$ cat config.mk
export PLATFORM = sky130hd
export DESIGN_NAME = vid_ctrl
export DESIGN_NICKNAME = d
export VERILOG_FILES = /design/src/rtl/vid_pkg.sv /design/src/rtl/vid_ctrl.sv
export SDC_FILE = /design/constraint.sdc
export NUM_CORES = 1
export LEC_CHECK = 0
export BUFFER_PORTS_ARGS = -buffer_cell sky130_fd_sc_hd__buf_2
export CAP_MARGIN = 20
export CORE_AREA = 2 2 39 41
export DETAILED_ROUTE_END_ITERATION = 7
export DIE_AREA = 0 0 41 43
export PLACE_DENSITY = 0.68
export SYNTH_ARGS = -nofsm -noshare
export SYNTH_HDL_FRONTEND = slang
export SYNTH_SLANG_ARGS = --single-unit
export TNS_END_PERCENT = 30
$ cat constraint.sdc
create_clock -name clk -period 2 [get_ports clk]
set_clock_uncertainty 0.2 [all_clocks]
set_input_delay 0.2 -clock clk [delete_from_list [all_inputs] [get_ports clk]]
set_output_delay 0.2 -clock clk [all_outputs]
set_load 0.005 [all_outputs]
$ cat src/rtl/vid_pkg.sv
`default_nettype none
// ----------------------------------------------------------------------------
// vid_pkg: shared types and constants of the vertex index deduplicator
// Table geometry, hash constants, controller states and the command and
// status bundles between the controller and the datapath.
// ----------------------------------------------------------------------------
package vid_pkg;

    // Table geometry. TABLE_SLOTS must be a power of two.
    localparam int MAX_VERTICES = 4096;
    localparam int TABLE_SLOTS  = 8192;
    localparam int SLOT_W       = $clog2(TABLE_SLOTS);
    localparam int NUM_W        = $clog2(MAX_VERTICES + 1);

    // Word fields.
    localparam int IDX_W        = 16;
    localparam int KEY_W        = 3 * IDX_W;
    localparam int VNUM_W       = 12;
    localparam int OUT_TDATA_W  = 16;
    localparam int MEM_W        = 1 + VNUM_W + KEY_W;

    // Multiplicative hash: home slot is bits [32 +: SLOT_W] of key * HASH_MULT.
    localparam logic [63:0] HASH_MULT = 64'h9E37_79B9_7F4A_7C15;
    localparam int          HALF_W    = 32;
    localparam int          HASH_W    = HALF_W + SLOT_W;

    typedef logic [KEY_W-1:0]  key_t;
    typedef logic [SLOT_W-1:0] slot_t;
    typedef logic [VNUM_W-1:0] vnum_t;

    typedef enum logic [3:0] {
        ST_CLEAR,
        ST_IDLE,
        ST_HASH0,
        ST_HASH1,
        ST_HASH2,
        ST_HASH3,
        ST_READ,
        ST_CHECK,
        ST_INSERT,
        ST_PUSH
    } state_t;

    // Operand pair fed to the shared multiplier.
    typedef enum logic [1:0] {
        MUL_LO_LO,
        MUL_LO_HI,
        MUL_HI_LO
    } mul_sel_t;

    typedef enum logic [1:0] {
        RES_HIT,
        RES_NEW,
        RES_FULL
    } res_kind_t;

    typedef struct packed {
        logic      clear_wr;
        logic      load_key;
        mul_sel_t  mul_sel;
        logic      acc_init;
        logic      acc_add;
        logic      set_home;
        logic      probe_clr;
        logic      advance;
        logic      ins_wr;
        logic      res_load;
        res_kind_t res_kind;
        logic      out_load;
    } ctrl_cmd_t;

    typedef struct packed {
        logic clear_last;
        logic hit;
        logic empty;
        logic probe_last;
        logic num_full;
    } dp_status_t;

endpackage
`default_nettype wire

$ cat src/rtl/vid_ctrl.sv
`default_nettype none
// ----------------------------------------------------------------------------
// vid_ctrl: controller of the vertex index deduplicator
// Sequences the clearing pass, the hash steps, the probe loop, the insert
// and the hand-off to the output word register.
// ----------------------------------------------------------------------------
module vid_ctrl (
    input  wire logic                clk,
    input  wire logic                rst_n,
    input  wire logic                in_valid,
    output logic                     in_ready,
    output logic                     out_valid,
    input  wire logic                out_ready,
    input  wire vid_pkg::dp_status_t status,
    output vid_pkg::ctrl_cmd_t       cmd
);

    vid_pkg::state_t state_reg;
    vid_pkg::state_t state_next;
    logic            out_valid_reg;
    logic            out_valid_next;
    logic            out_free;

    assign out_free = !out_valid_reg || out_ready;

    always_comb
    begin
        state_next = state_reg;
        unique case (state_reg)
            vid_pkg::ST_CLEAR:  if (status.clear_last) state_next = vid_pkg::ST_IDLE;
            vid_pkg::ST_IDLE:   if (in_valid) state_next = vid_pkg::ST_HASH0;
            vid_pkg::ST_HASH0:  state_next = vid_pkg::ST_HASH1;
            vid_pkg::ST_HASH1:  state_next = vid_pkg::ST_HASH2;
            vid_pkg::ST_HASH2:  state_next = vid_pkg::ST_HASH3;
            vid_pkg::ST_HASH3:  state_next = vid_pkg::ST_READ;
            vid_pkg::ST_READ:   state_next = vid_pkg::ST_CHECK;
            vid_pkg::ST_CHECK:
            begin
                priority if (status.empty)
                begin
                    state_next = status.num_full ? vid_pkg::ST_PUSH : vid_pkg::ST_INSERT;
                end
                else if (status.hit || status.probe_last)
                begin
                    state_next = vid_pkg::ST_PUSH;
                end
                else
                begin
                    state_next = vid_pkg::ST_CHECK;
                end
            end
            vid_pkg::ST_INSERT: state_next = vid_pkg::ST_PUSH;
            vid_pkg::ST_PUSH:   if (out_free) state_next = vid_pkg::ST_IDLE;
            default:            state_next = vid_pkg::ST_CLEAR;
        endcase
    end

    always_comb
    begin
        cmd          = '0;
        cmd.mul_sel  = vid_pkg::MUL_LO_LO;
        cmd.res_kind = vid_pkg::RES_FULL;
        unique case (state_reg)
            vid_pkg::ST_CLEAR:  cmd.clear_wr = 1'b1;
            vid_pkg::ST_IDLE:   cmd.load_key = in_valid;
            vid_pkg::ST_HASH0:  cmd.mul_sel  = vid_pkg::MUL_LO_LO;
            vid_pkg::ST_HASH1:
            begin
                cmd.mul_sel  = vid_pkg::MUL_LO_HI;
                cmd.acc_init = 1'b1;
            end
            vid_pkg::ST_HASH2:
            begin
                cmd.mul_sel = vid_pkg::MUL_HI_LO;
                cmd.acc_add = 1'b1;
            end
            vid_pkg::ST_HASH3:
            begin
                cmd.acc_add  = 1'b1;
                cmd.set_home = 1'b1;
            end
            vid_pkg::ST_READ:   cmd.probe_clr = 1'b1;
            vid_pkg::ST_CHECK:
            begin
                priority if (status.empty)
                begin
                    cmd.res_load = status.num_full;
                    cmd.res_kind = vid_pkg::RES_FULL;
                end
                else if (status.hit)
                begin
                    cmd.res_load = 1'b1;
                    cmd.res_kind = vid_pkg::RES_HIT;
                end
                else if (status.probe_last)
                begin
                    cmd.res_load = 1'b1;
                    cmd.res_kind = vid_pkg::RES_FULL;
                end
                else
                begin
                    cmd.advance = 1'b1;
                end
            end
            vid_pkg::ST_INSERT:
            begin
                cmd.ins_wr   = 1'b1;
                cmd.res_load = 1'b1;
                cmd.res_kind = vid_pkg::RES_NEW;
            end
            vid_pkg::ST_PUSH:   cmd.out_load = out_free;
            default:            cmd.clear_wr = 1'b0;
        endcase
    end

    always_comb
    begin
        priority if (cmd.out_load)
        begin
            out_valid_next = 1'b1;
        end
        else if (out_ready)
        begin
            out_valid_next = 1'b0;
        end
        else
        begin
            out_valid_next = out_valid_reg;
        end
    end

    always_ff @(posedge clk or negedge rst_n)
    begin
        if (!rst_n)
        begin
            state_reg     <= vid_pkg::ST_CLEAR;
            out_valid_reg <= 1'b0;
        end
        else
        begin
            state_reg     <= state_next;
            out_valid_reg <= out_valid_next;
        end
    end

    assign in_ready  = (state_reg == vid_pkg::ST_IDLE);
    assign out_valid = out_valid_reg;

endmodule
`default_nettype wire

Word-level counts from Yosys, hierarchy flattened:

Cells that the tools add are included.

* bits in registers: 5
* bits in latches: 0
* RAM bits: 0
* memory bits (read-only): 0
* input bits: 9
* output and inout port bits: 16
* word-level logic and storage cells: 47
* memories: 0

* $add $sub $neg: 0
* multipliers: 0
* divide/modulo/power cells: 0
* order comparisons: 0
* equality and inequality tests: 12
* shift-type cells: 0
* mux-type cells: 26
* bitwise operators: 0
* reductions and logical operators: 7

Operators with widths (count)
* 4-bit one-hot mux with 10 select lines: 1
* 4-bit two-way mux: 5
* 4-bit by 3-bit == test with 1-bit output, second input constant: 4
* 1-bit two-way mux: 15
* 3-bit two-way mux: 3
* 4-bit by 2-bit == test with 1-bit output, second input constant: 2
* 4-bit == test, second input constant: 2
* 2-bit != test, second input constant: 3
* 3-bit one-hot mux with 2 select lines: 1
* 4-bit by 1-bit == test with 1-bit output, second input constant: 1
* 4-bit logical NOT: 1
* 2-bit one-hot mux with 2 select lines: 1
* 3-bit AND reduction: 1
* 1-bit logical OR: 2
* 2-bit nonzero test: 1
* 2-bit OR reduction: 1
* 1-bit logical NOT: 1

Logic depth before layout (Yosys ltp):

Gate-level depths: netlist of the first run.

* word-level depth: 4
* depth in mapped cells: 5
* depth with buffers taken out: 4

Least setup slack after synthesis of the first run:

OpenSTA, ideal clock, no wires.

* path kind: register to register
* start: reg state_reg[0]
* end: reg state_reg[0]
* library setup time: 125 ps
* arrival: 1355 ps
* required time: 1675 ps
* path slack: 319 ps
* stages on the path, launching flop included: 5
* buffers on the path: 1
* clock period less this slack: 1681 ps
* cells stage by stage: dfrtp_1 buf_6 mux2_4 o41ai_4 mux2_4

* longest elaborated chain between the ends: 3
* elaborated cells on any way between the ends: 15
* classes of those cells: eq/ne (12); mux (1); reduce/logical (2)

Ends and longest elaborated chain
* start, declared: RTL line vid_ctrl.sv:18 `vid_pkg::state_t state_reg;`
* start signal, assigned: RTL line vid_ctrl.sv:136 `state_reg <= vid_pkg::ST_CLEAR;`
* start signal, assigned: RTL line vid_ctrl.sv:141 `state_reg <= state_next;`
* 4-bit == test (tied with other cells): RTL line vid_ctrl.sv:29 `unique case (state_reg)`
* 2-bit != test (no line)
* 3-bit AND reduction (no line)

Parallel ways exist; a longest one is shown, timed or not.
A chain may end at the register's enable or synchronous reset.

==> flow_metrics.py, run 1 <==
metrics = {
    "detailed_routing": {
        "via_per_inst": 4.95,
        "post_drt_wl_per_cell_um": 11.4,
        "drc": 0,
        "ant_nets": 0,
        "vias": 490,
        "drtPass1Iterations": 4,
        "drt_iter0_drc": 10,
        "wirelength_um": 1130,
    },
    "logic_synthesis": {
        "syn_area_um2": 443,
        "synth-seq-cells": 5,
        "synth_cell_type_count": 23,
        "syn_nets": 63,
        "ys_seq_area_frac": 0.282,
        "yosys_warnings": 0,
        "postSynthAreaPerCell_um2": 8.20,
        "synth_cells": 54,
    },
    "floorplanning": {
        "initial_utilization": 0.320,
        "io_pins": 25,
        "die_x_um": 41,
        "die_area_mm2": 0.00176,
        "core_area_mm2": 0.00138,
        "num_rows": 14,
        "die_h_um": 43,
    },
    "layout": {
        "area_growth_syn_to_layout_pct": 42.1,
        "final_nets": 93,
        "drive_above_1_share": 0.458,
        "final_common_cell": "buf_2",
        "largest_reg_flops": 4,
        "fill_cells": 154,
        "finish.utilization": 0.455,
        "antenna_cells": 0,
        "layout_common_cells": "buf_2 (24), nor3_1 (6), inv_1 (5), buf_4 (5)",
    },
    "global_routing": {
        "grt_max_degree": 12,
        "overflow": 0,
        "grt_pass1_wl_um": 1730,
        "track_usage": 0.142,
        "grt_pass1_vias": 431,
        "antenna_found_initial": 0,
    },
    "critical_path": {
        "cp.arrival_ps": 1450,
        "reg2regPathDepth": 4,
        "crit_top_cell": "nand2b_1",
        "critPathRequiredTime_ps": 1600,
        "path_cells": "buf_4, nand2b_1, nand2b_1, inv_1, a31oi_1, buf_2",
        "reg2reg_setup_slack_ps": 270,
        "crit_path_top_delay_cell": "dfrtp_1",
        "startpoint": "state_reg[3]",
        "reg2reg_to": "state_reg[0]",
        "crit_path_start_kind": "flop",
        "crit_cells": 6,
        "crit_end": "cmd[2]",
        "rr_startpoint": "state_reg[3]",
        "critPathBufInv": 3,
        "crit_path_max_incr_delay_ps": 440,
        "end_kind": "primary output",
        "critical_path_class": "flop to primary output",
        "cp_max_fo": 6,
        "cpLargestDelayFamily": "flip-flops",
    },
    "clock_tree": {
        "post_cts_buffers": 0,
        "root_buffer": "clkbuf_4",
        "path_clk_slew_ps": 40,
        "numCtsBuffers": 3,
        "cts_tree": "yes",
        "clk_latency_ps": 240,
        "cts_sinks": 5,
        "clock_path_buffers": 2,
        "htreeDepth": 1,
    },
    "sta": {
        "fin_tns_setup_ps": 0,
        "relSlewSlack": 0.806,
        "rsz0062_at_grt": "false",
        "maxSlewViolCount": 0,
        "fin_crit_sh": 0.925,
        "setup_viol_count_final": 0,
        "hold_viol": 0,
        "fmax_mhz": 540,
        "min_period_ps": 1850,
        "tightestPinTransition_ps": 290,
    },
    "power_and_ir_drop": {
        "ir_worst_vdd_v": 0.000441,
        "pwr_density_cell_mw_per_mm2": 1430,
        "p_leak_nw": 0.344,
    },
    "placement": {
        "post-dp-hpwl_um": 890,
        "port_buffers": 24,
        "gp_congestion": 0.761,
    },
    "run_status": {
        "status": "complete, no violations",
    },
    "run": {
        "cap_violations": 0,
    },
    "worst_hold_path": {
        "hp-class": "input pin to async pin",
    },
}
## synthesized netlist by cell type
| cell type | count | area share |
|---|---|---|
| nand2_1 | 3 | 0.025 |
| a21oi_1 | 3 | 0.034 |
| o31ai_1 | 1 | 0.017 |
| o41ai_4 | 1 | 0.062 |
| nor3b_1 | 2 | 0.034 |
| or3_4 | 1 | 0.025 |
| mux2_4 | 2 | 0.068 |
| nand3_1 | 1 | 0.011 |
| dfrtp_1 | 5 | 0.28 |
| and2_1 | 1 | 0.014 |
| nand2b_1 | 4 | 0.056 |
| or3_1 | 1 | 0.014 |
| inv_1 | 5 | 0.042 |
| nor3_1 | 6 | 0.068 |
| nor2_1 | 5 | 0.042 |
| buf_6 | 1 | 0.025 |
| buf_2 | 3 | 0.034 |
| nand4bb_1 | 1 | 0.025 |
| o21ai_0 | 2 | 0.023 |
| o22a_1 | 1 | 0.020 |
| a31oi_1 | 1 | 0.014 |
| nor4_1 | 2 | 0.028 |
| buf_4 | 2 | 0.034 |
## report_power, final
| part | total (W) | switching, W | leakage [nW] | internal [W] |
|---|---|---|---|---|
| Combinational | 0.000585 | 0.000291 | 0.267 | 0.000294 |
| Sequential | 0.000201 | 0.0000502 | 0.0616 | 0.000150 |
| Clock | 0.000116 | 0.0000402 | 0.0150 | 0.0000754 |
| Total | 0.000902 | 0.000382 | 0.344 | 0.000520 |
## per-stage QoR
step	area, um2	setup WS, ps	cells	power, W	hold WS (ps)
global route	629	26.3	99	0.000981	115
detailed placement	579	255	93	0.000779	-180
floorplan	443	319	54	0.000588	-296
global placement	579	300	93	0.000763	-181
CTS	626	58.8	99	0.000902	98.9
finish	629	150	99	0.000902	103
## layout make-up
cell class,count,area [um2],share of cell area
Inverter,5,18.8,0.0298
Tap cell,16,20.0,0.0318
Clock buffer,4,26.3,0.0417
Multi-Input combinational cell,38,260,0.414
Timing Repair Buffer,31,178,0.282
Sequential cell,5,126,0.201
## cell families (layout without fill, tap and decap cells)
group,after synthesis,count (layout),synth area share
and+or+nand+nor,27,27,0.345
buffers and inverters,11,40,0.136
AOI/OAI and AO/OA,9,9,0.170
DFF,5,5,0.282
muxes,2,2,0.0678
## worst min path at each step
stage	endpoint	slack, ps	cells after the start
2_1_floorplan	out_valid	-300	0
3_3_place_gp	out_valid	-180	1
3_5_place_dp	state_reg[0]	-180	1
4_1_cts	state_reg[0]	100	2
5_1_grt	state_reg[2]	110	2
6_report	state_reg[2]	100	2
## metal layers
layer  vias to the layer above  part of all wire  wire length [um]  global-route usage
met5                         -                 0                 0                   0
met1                       229              0.45               508               0.180
met4                         0                 0                 0              0.0800
met2                        17              0.50               565               0.222
li1                        244                 -                 -                   -
met3                         0             0.047                53              0.0157
## timing repair
action                                 CTS  global route
setup endpoints to repair                0             1
hold buffers                             2             0
resized for setup                        0             2
endpoints found under the hold margin    6             0
Power figures use the tool's default switching activity.
==> inputs of run 2 (changes only) <==
Settings changed: PLACE_DENSITY 0.68 to 0.6.
==> run 2 against run 1 <==
Compared with the run above:
- power increased by 3.5%
- design area increased by 3.6%
- sequential power fell by 12%
- combinational power rose by 8.9%
- register-to-register slack about the same
- flip-flop and latch count stayed put
- fmax fell by 0.73%
- sequential share of layout area decreased by 0.89 points
- non-clock buffer count rose by 3
- final cell count increased by 3.0%
- critical path type unchanged
- critical endpoint is now cmd[3]
- highest routed layer unchanged
==> flow_metrics.py, run 2 (synthesized netlist as in run 1, its figures left out) <==
metrics = {
    "run_status": {
        "status": "complete, no violations",
    },
    "detailed_routing": {
        "drt_iter0_drc": 12,
        "via_per_inst": 4.75,
        "drc": 0,
        "ant_nets": 0,
        "vias": 484,
        "post_drt_wl_per_cell_um": 10.5,
        "drtPass1Iterations": 4,
        "wirelength_um": 1070,
    },
    "global_routing": {
        "overflow": 0,
        "grt_pass1_wl_um": 1720,
        "grt_pass1_vias": 401,
        "grt_max_degree": 12,
        "antenna_found_initial": 0,
        "track_usage": 0.147,
    },
    "floorplanning": {
        "die_h_um": 43,
        "die_area_mm2": 0.00176,
        "core_area_mm2": 0.00138,
        "io_pins": 25,
        "num_rows": 14,
        "initial_utilization": 0.320,
        "die_x_um": 41,
    },
    "layout": {
        "fill_cells": 148,
        "antenna_cells": 0,
        "design_area_um2": 652,
        "drive_above_1_share": 0.477,
        "area_growth_syn_to_layout_pct": 47.2,
        "layout_common_cells": "buf_2 (24), buf_4 (8), nor3_1 (6)",
        "largest_reg_flops": 4,
        "final_nets": 96,
        "final_common_cell": "buf_2",
    },
    "clock_tree": {
        "root_buffer": "clkbuf_4",
        "numCtsBuffers": 3,
        "clk_latency_ps": 250,
        "cts_tree": "yes",
        "cts_sinks": 5,
        "htreeDepth": 1,
        "clock_path_buffers": 2,
        "path_clk_slew_ps": 50,
    },
    "power_and_ir_drop": {
        "p_comb_frac": 0.683,
        "p_leak_nw": 0.362,
        "p_clk_frac": 0.129,
        "ir_worst_vdd_v": 0.000471,
        "p_seq_frac": 0.188,
        "pwr_density_cell_mw_per_mm2": 1430,
        "p_int_w": 0.000549,
        "power_switching_share": 0.411,
        "switchingPower_w": 0.000384,
    },
    "run": {
        "cap_violations": 0,
    },
    "critical_path": {
        "rr_startpoint": "state_reg[0]",
        "reg2reg_setup_slack_ps": 270,
        "reg2reg_to": "state_reg[0]",
        "end_kind": "primary output",
        "startpoint": "state_reg[3]",
        "crit_path_start_kind": "flop",
        "cp_max_fo": 9,
        "critPathRequiredTime_ps": 1600,
        "reg2regPathDepth": 4,
        "cp.arrival_ps": 1460,
        "critical_path_class": "flop to primary output",
    },
    "sta": {
        "hold_viol": 0,
        "relSlewSlack": 0.806,
        "fin_crit_sh": 0.932,
        "tightestPinTransition_ps": 289,
        "fin_tns_setup_ps": 0,
        "setup_viol_count_final": 0,
        "maxSlewViolCount": 0,
        "rsz0062_at_grt": "false",
        "min_period_ps": 1860,
        "fmax_mhz": 536,
    },
    "worst_hold_path": {
        "hp-class": "input pin to async pin",
    },
    "placement": {
        "placed_area_um2": 579,
        "post-dp-hpwl_um": 790,
        "port_buffers": 24,
        "gp_congestion": 0.810,
    },
}
[run 2: changes by cell type in the layout (fill, tap and decap cells not counted)]
cell      before  now
clkbuf_1       1    0
dfrtp_2        1    0
buf_4          5    8
clkinv_2       0    1
dfrtp_1        4    5
[run 2: metrics by stage]
stage	util	hold WS, ps	total power (W)	setup WS, ps	cells
CTS	0.453	80.7	0.000898	59.7	99
finish	0.471	108	0.000933	136	102
global placement	0.419	-179	0.000760	300	93
floorplan	-	-296	0.000588	319	54
global route	0.471	114	0.00102	7.51	102
detailed placement	0.419	-182	0.000765	310	93
[run 2: layout make-up]
type,count,area [um2],area share
flip-flops and latches,5,125,0.192
inverters,5,18.8,0.0288
clock buffers,3,22.5,0.0345
well taps,16,20.0,0.0307
multi-input cells,38,260,0.399
repair buffers,34,200,0.307
clock inverters,1,5.00,0.00768
[run 2: how the worst max path moves through the flow]
| stage | to | slack [ps] | cells after the start |
|---|---|---|---|
| CTS | cmd[3] | 60 | 6 |
| finish | cmd[3] | 140 | 6 |
| detailed placement | state_reg[0] | 310 | 4 |
| global placement | state_reg[0] | 300 | 4 |
| floorplan | state_reg[0] | 320 | 4 |
| global route | cmd[3] | 8 | 6 |
[run 2: power by group through the flow]
stage               combinational (W)  clock, W  sequential [W]
finish                       0.000637  0.000120        0.000176
global route                 0.000704  0.000135        0.000183
CTS                          0.000587  0.000128        0.000183
detailed placement           0.000581         0        0.000184
global placement             0.000577         0        0.000183
floorplan                    0.000413         0        0.000174
[run 2: critical path: stages (launching register included)]
cell      delay, ps
dfrtp_1         390
buf_4           170
nand2b_1        170
nor2_2          140
nand2_1          80
o21ai_0         140
buf_2           130
[run 2: timing repair]
action                                 4_1_cts  5_1_grt
gates resized for setup                      0        1
hold buffers                                 2        0
setup endpoints to repair                    0        1
setup buffers                                0        3
endpoints found under the hold margin        6        0
[run 2: metal layers]
layer,wire length (um),vias to the layer above,GRT usage
met3,40,0,0.0628
li1,-,249,-
met5,0,-,0
met2,527,12,0.178
met4,0,0,0.100
met1,504,223,0.203
==> inputs of run 3 (changes only) <==
Settings changed: RECOVER_POWER set to 100.
==> run 3 against run 2 <==
Compared with the run above:
- sequential share of layout area grew 0.69 points
- utilization shrank 1.6 points
- routed wire length grew 0.47%
- fmax grew 0.30%
- power shrank 4.3%
- combinational power shrank 6.3%
- non-clock buffer count is the same
- hold slack gained 35 ps
- die area is the same
- count of clock-buffer cells in the layout is the same
- design area shrank 3.5%
- global-route usage is the same
==> flow_metrics.py, run 3 (synthesized netlist as in run 1, its figures left out) <==
metrics = {
    "critical_path": {
        "reg2regPathDepth": 5,
        "rr_startpoint": "state_reg[0]",
        "reg2reg_to": "state_reg[0]",
        "cp.arrival_ps": 1460,
        "end_kind": "primary output",
        "crit_end": "cmd[3]",
        "cp_max_fo": 9,
        "crit_path_start_kind": "flop",
        "critical_path_class": "flop to primary output",
        "reg2reg_setup_slack_ps": 190,
        "critPathRequiredTime_ps": 1600,
        "startpoint": "state_reg[3]",
    },
    "detailed_routing": {
        "drt_iter0_drc": 7,
        "drc": 0,
        "ant_nets": 0,
        "via_per_inst": 4.71,
        "vias": 480,
        "post_drt_wl_per_cell_um": 10.6,
        "drtPass1Iterations": 4,
        "wirelength_um": 1080,
    },
    "global_routing": {
        "grt_max_degree": 12,
        "grt_pass1_vias": 401,
        "track_usage": 0.147,
        "overflow": 0,
        "grt_pass1_wl_um": 1720,
        "antenna_found_initial": 0,
    },
    "sta": {
        "rsz0062_at_grt": "false",
        "holdWs_ps": 143,
        "worst_slack_ps": 141,
        "tightestPinTransition_ps": 277,
        "maxSlewViolCount": 0,
        "min_period_ps": 1860,
        "fmax_mhz": 538,
        "hold_viol": 0,
        "setup_viol_count_final": 0,
        "relSlewSlack": 0.814,
        "fin_crit_sh": 0.929,
        "fin_tns_setup_ps": 0,
    },
    "layout": {
        "largest_reg_flops": 4,
        "final_common_cell": "buf_2",
        "drive_above_1_share": 0.349,
        "layout_common_cells": "buf_2 (14), clkbuf_1 (9), nor3_1 (6), buf_4 (6)",
        "antenna_cells": 0,
        "final_nets": 96,
        "area_growth_syn_to_layout_pct": 42.1,
        "finish.utilization": 0.455,
        "design_area_um2": 629,
    },
    "clock_tree": {
        "root_buffer": "clkbuf_4",
        "htreeDepth": 1,
        "numCtsBuffers": 3,
        "cts_sinks": 5,
        "clk_latency_ps": 250,
        "cts_tree": "yes",
        "clock_path_buffers": 2,
        "path_clk_slew_ps": 50,
    },
    "placement": {
        "gp_congestion": 0.810,
        "post-dp-hpwl_um": 790,
        "place_ws_ps": 310,
        "placed_area_um2": 579,
        "port_buffers": 24,
    },
    "power_and_ir_drop": {
        "power_switching_share": 0.430,
        "p_seq_frac": 0.197,
        "p_leak_nw": 0.322,
        "switchingPower_w": 0.000384,
        "p_comb_frac": 0.668,
        "pwr_density_cell_mw_per_mm2": 1420,
        "p_clk_frac": 0.135,
        "ir_worst_vdd_v": 0.000433,
        "p_int_w": 0.000509,
    },
    "floorplanning": {
        "core_area_mm2": 0.00138,
        "num_rows": 14,
        "die_h_um": 43,
        "die_area_mm2": 0.00176,
        "initial_utilization": 0.320,
        "die_x_um": 41,
        "io_pins": 25,
    },
    "run": {
        "cap_violations": 0,
    },
    "worst_hold_path": {
        "hp-class": "input pin to async pin",
    },
    "run_status": {
        "status": "complete, no violations",
    },
}
[run 3: timing repair]
action,4_1_cts,5_1_grt
resized for setup,0,1
setup buffers,0,3
endpoints found under the setup margin,0,1
hold buffers,2,0
hold endpoints to repair,6,0
[run 3: per-layer routing]
| metal | global-route usage | share of wire | vias to the layer above |
|---|---|---|---|
| met3 | 0.0628 | 0.037 | 0 |
| met2 | 0.178 | 0.49 | 10 |
| met4 | 0.100 | 0 | 0 |
| met5 | 0 | 0 | - |
| met1 | 0.203 | 0.47 | 222 |
| li1 | - | - | 248 |
[run 3: layout make-up]
cell class              count  area [um2]
repair buffers             34         186
fillers                   160         754
inverters                   5        18.8
flip-flops and latches      5         125
clock buffers               3        22.5
clock inverters             1        5.00
well taps                  16        20.0
multi-input cells          38         251
[run 3: how the worst min path moves through the flow]
stage,start,end,depth (start not counted),slack [ps]
finish,rst_n,out_valid,2,140
global route,rst_n,state_reg[3],2,170
CTS,rst_n,out_valid,2,80
detailed placement,rst_n,out_valid,1,-180
global placement,rst_n,state_reg[0],1,-180
floorplan,rst_n,out_valid,0,-300
[run 3: per-stage QoR]
stage / instances / total power, W
2_1_floorplan: 54 / 0.000588
3_3_place_gp: 93 / 0.000760
3_5_place_dp: 93 / 0.000765
4_1_cts: 99 / 0.000898
5_1_grt: 102 / 0.000981
6_report: 102 / 0.000893
[run 3: power by group through the flow]
stage | Sequential (W) | Combinational (W) | Clock [W]
after global routing | 0.000182 | 0.000664 | 0.000135
after global placement | 0.000183 | 0.000577 | 0
after detailed placement | 0.000184 | 0.000581 | 0
after CTS | 0.000183 | 0.000587 | 0.000128
after floorplan | 0.000174 | 0.000413 | 0
final | 0.000176 | 0.000597 | 0.000120
[run 3: critical path, stage by stage, from the launching register on]
cell,delay (ps)
dfrtp_1,390
buf_4,170
nand2b_1,170
nor2_2,130
nand2_1,80
o21ai_0,140
buf_2,130
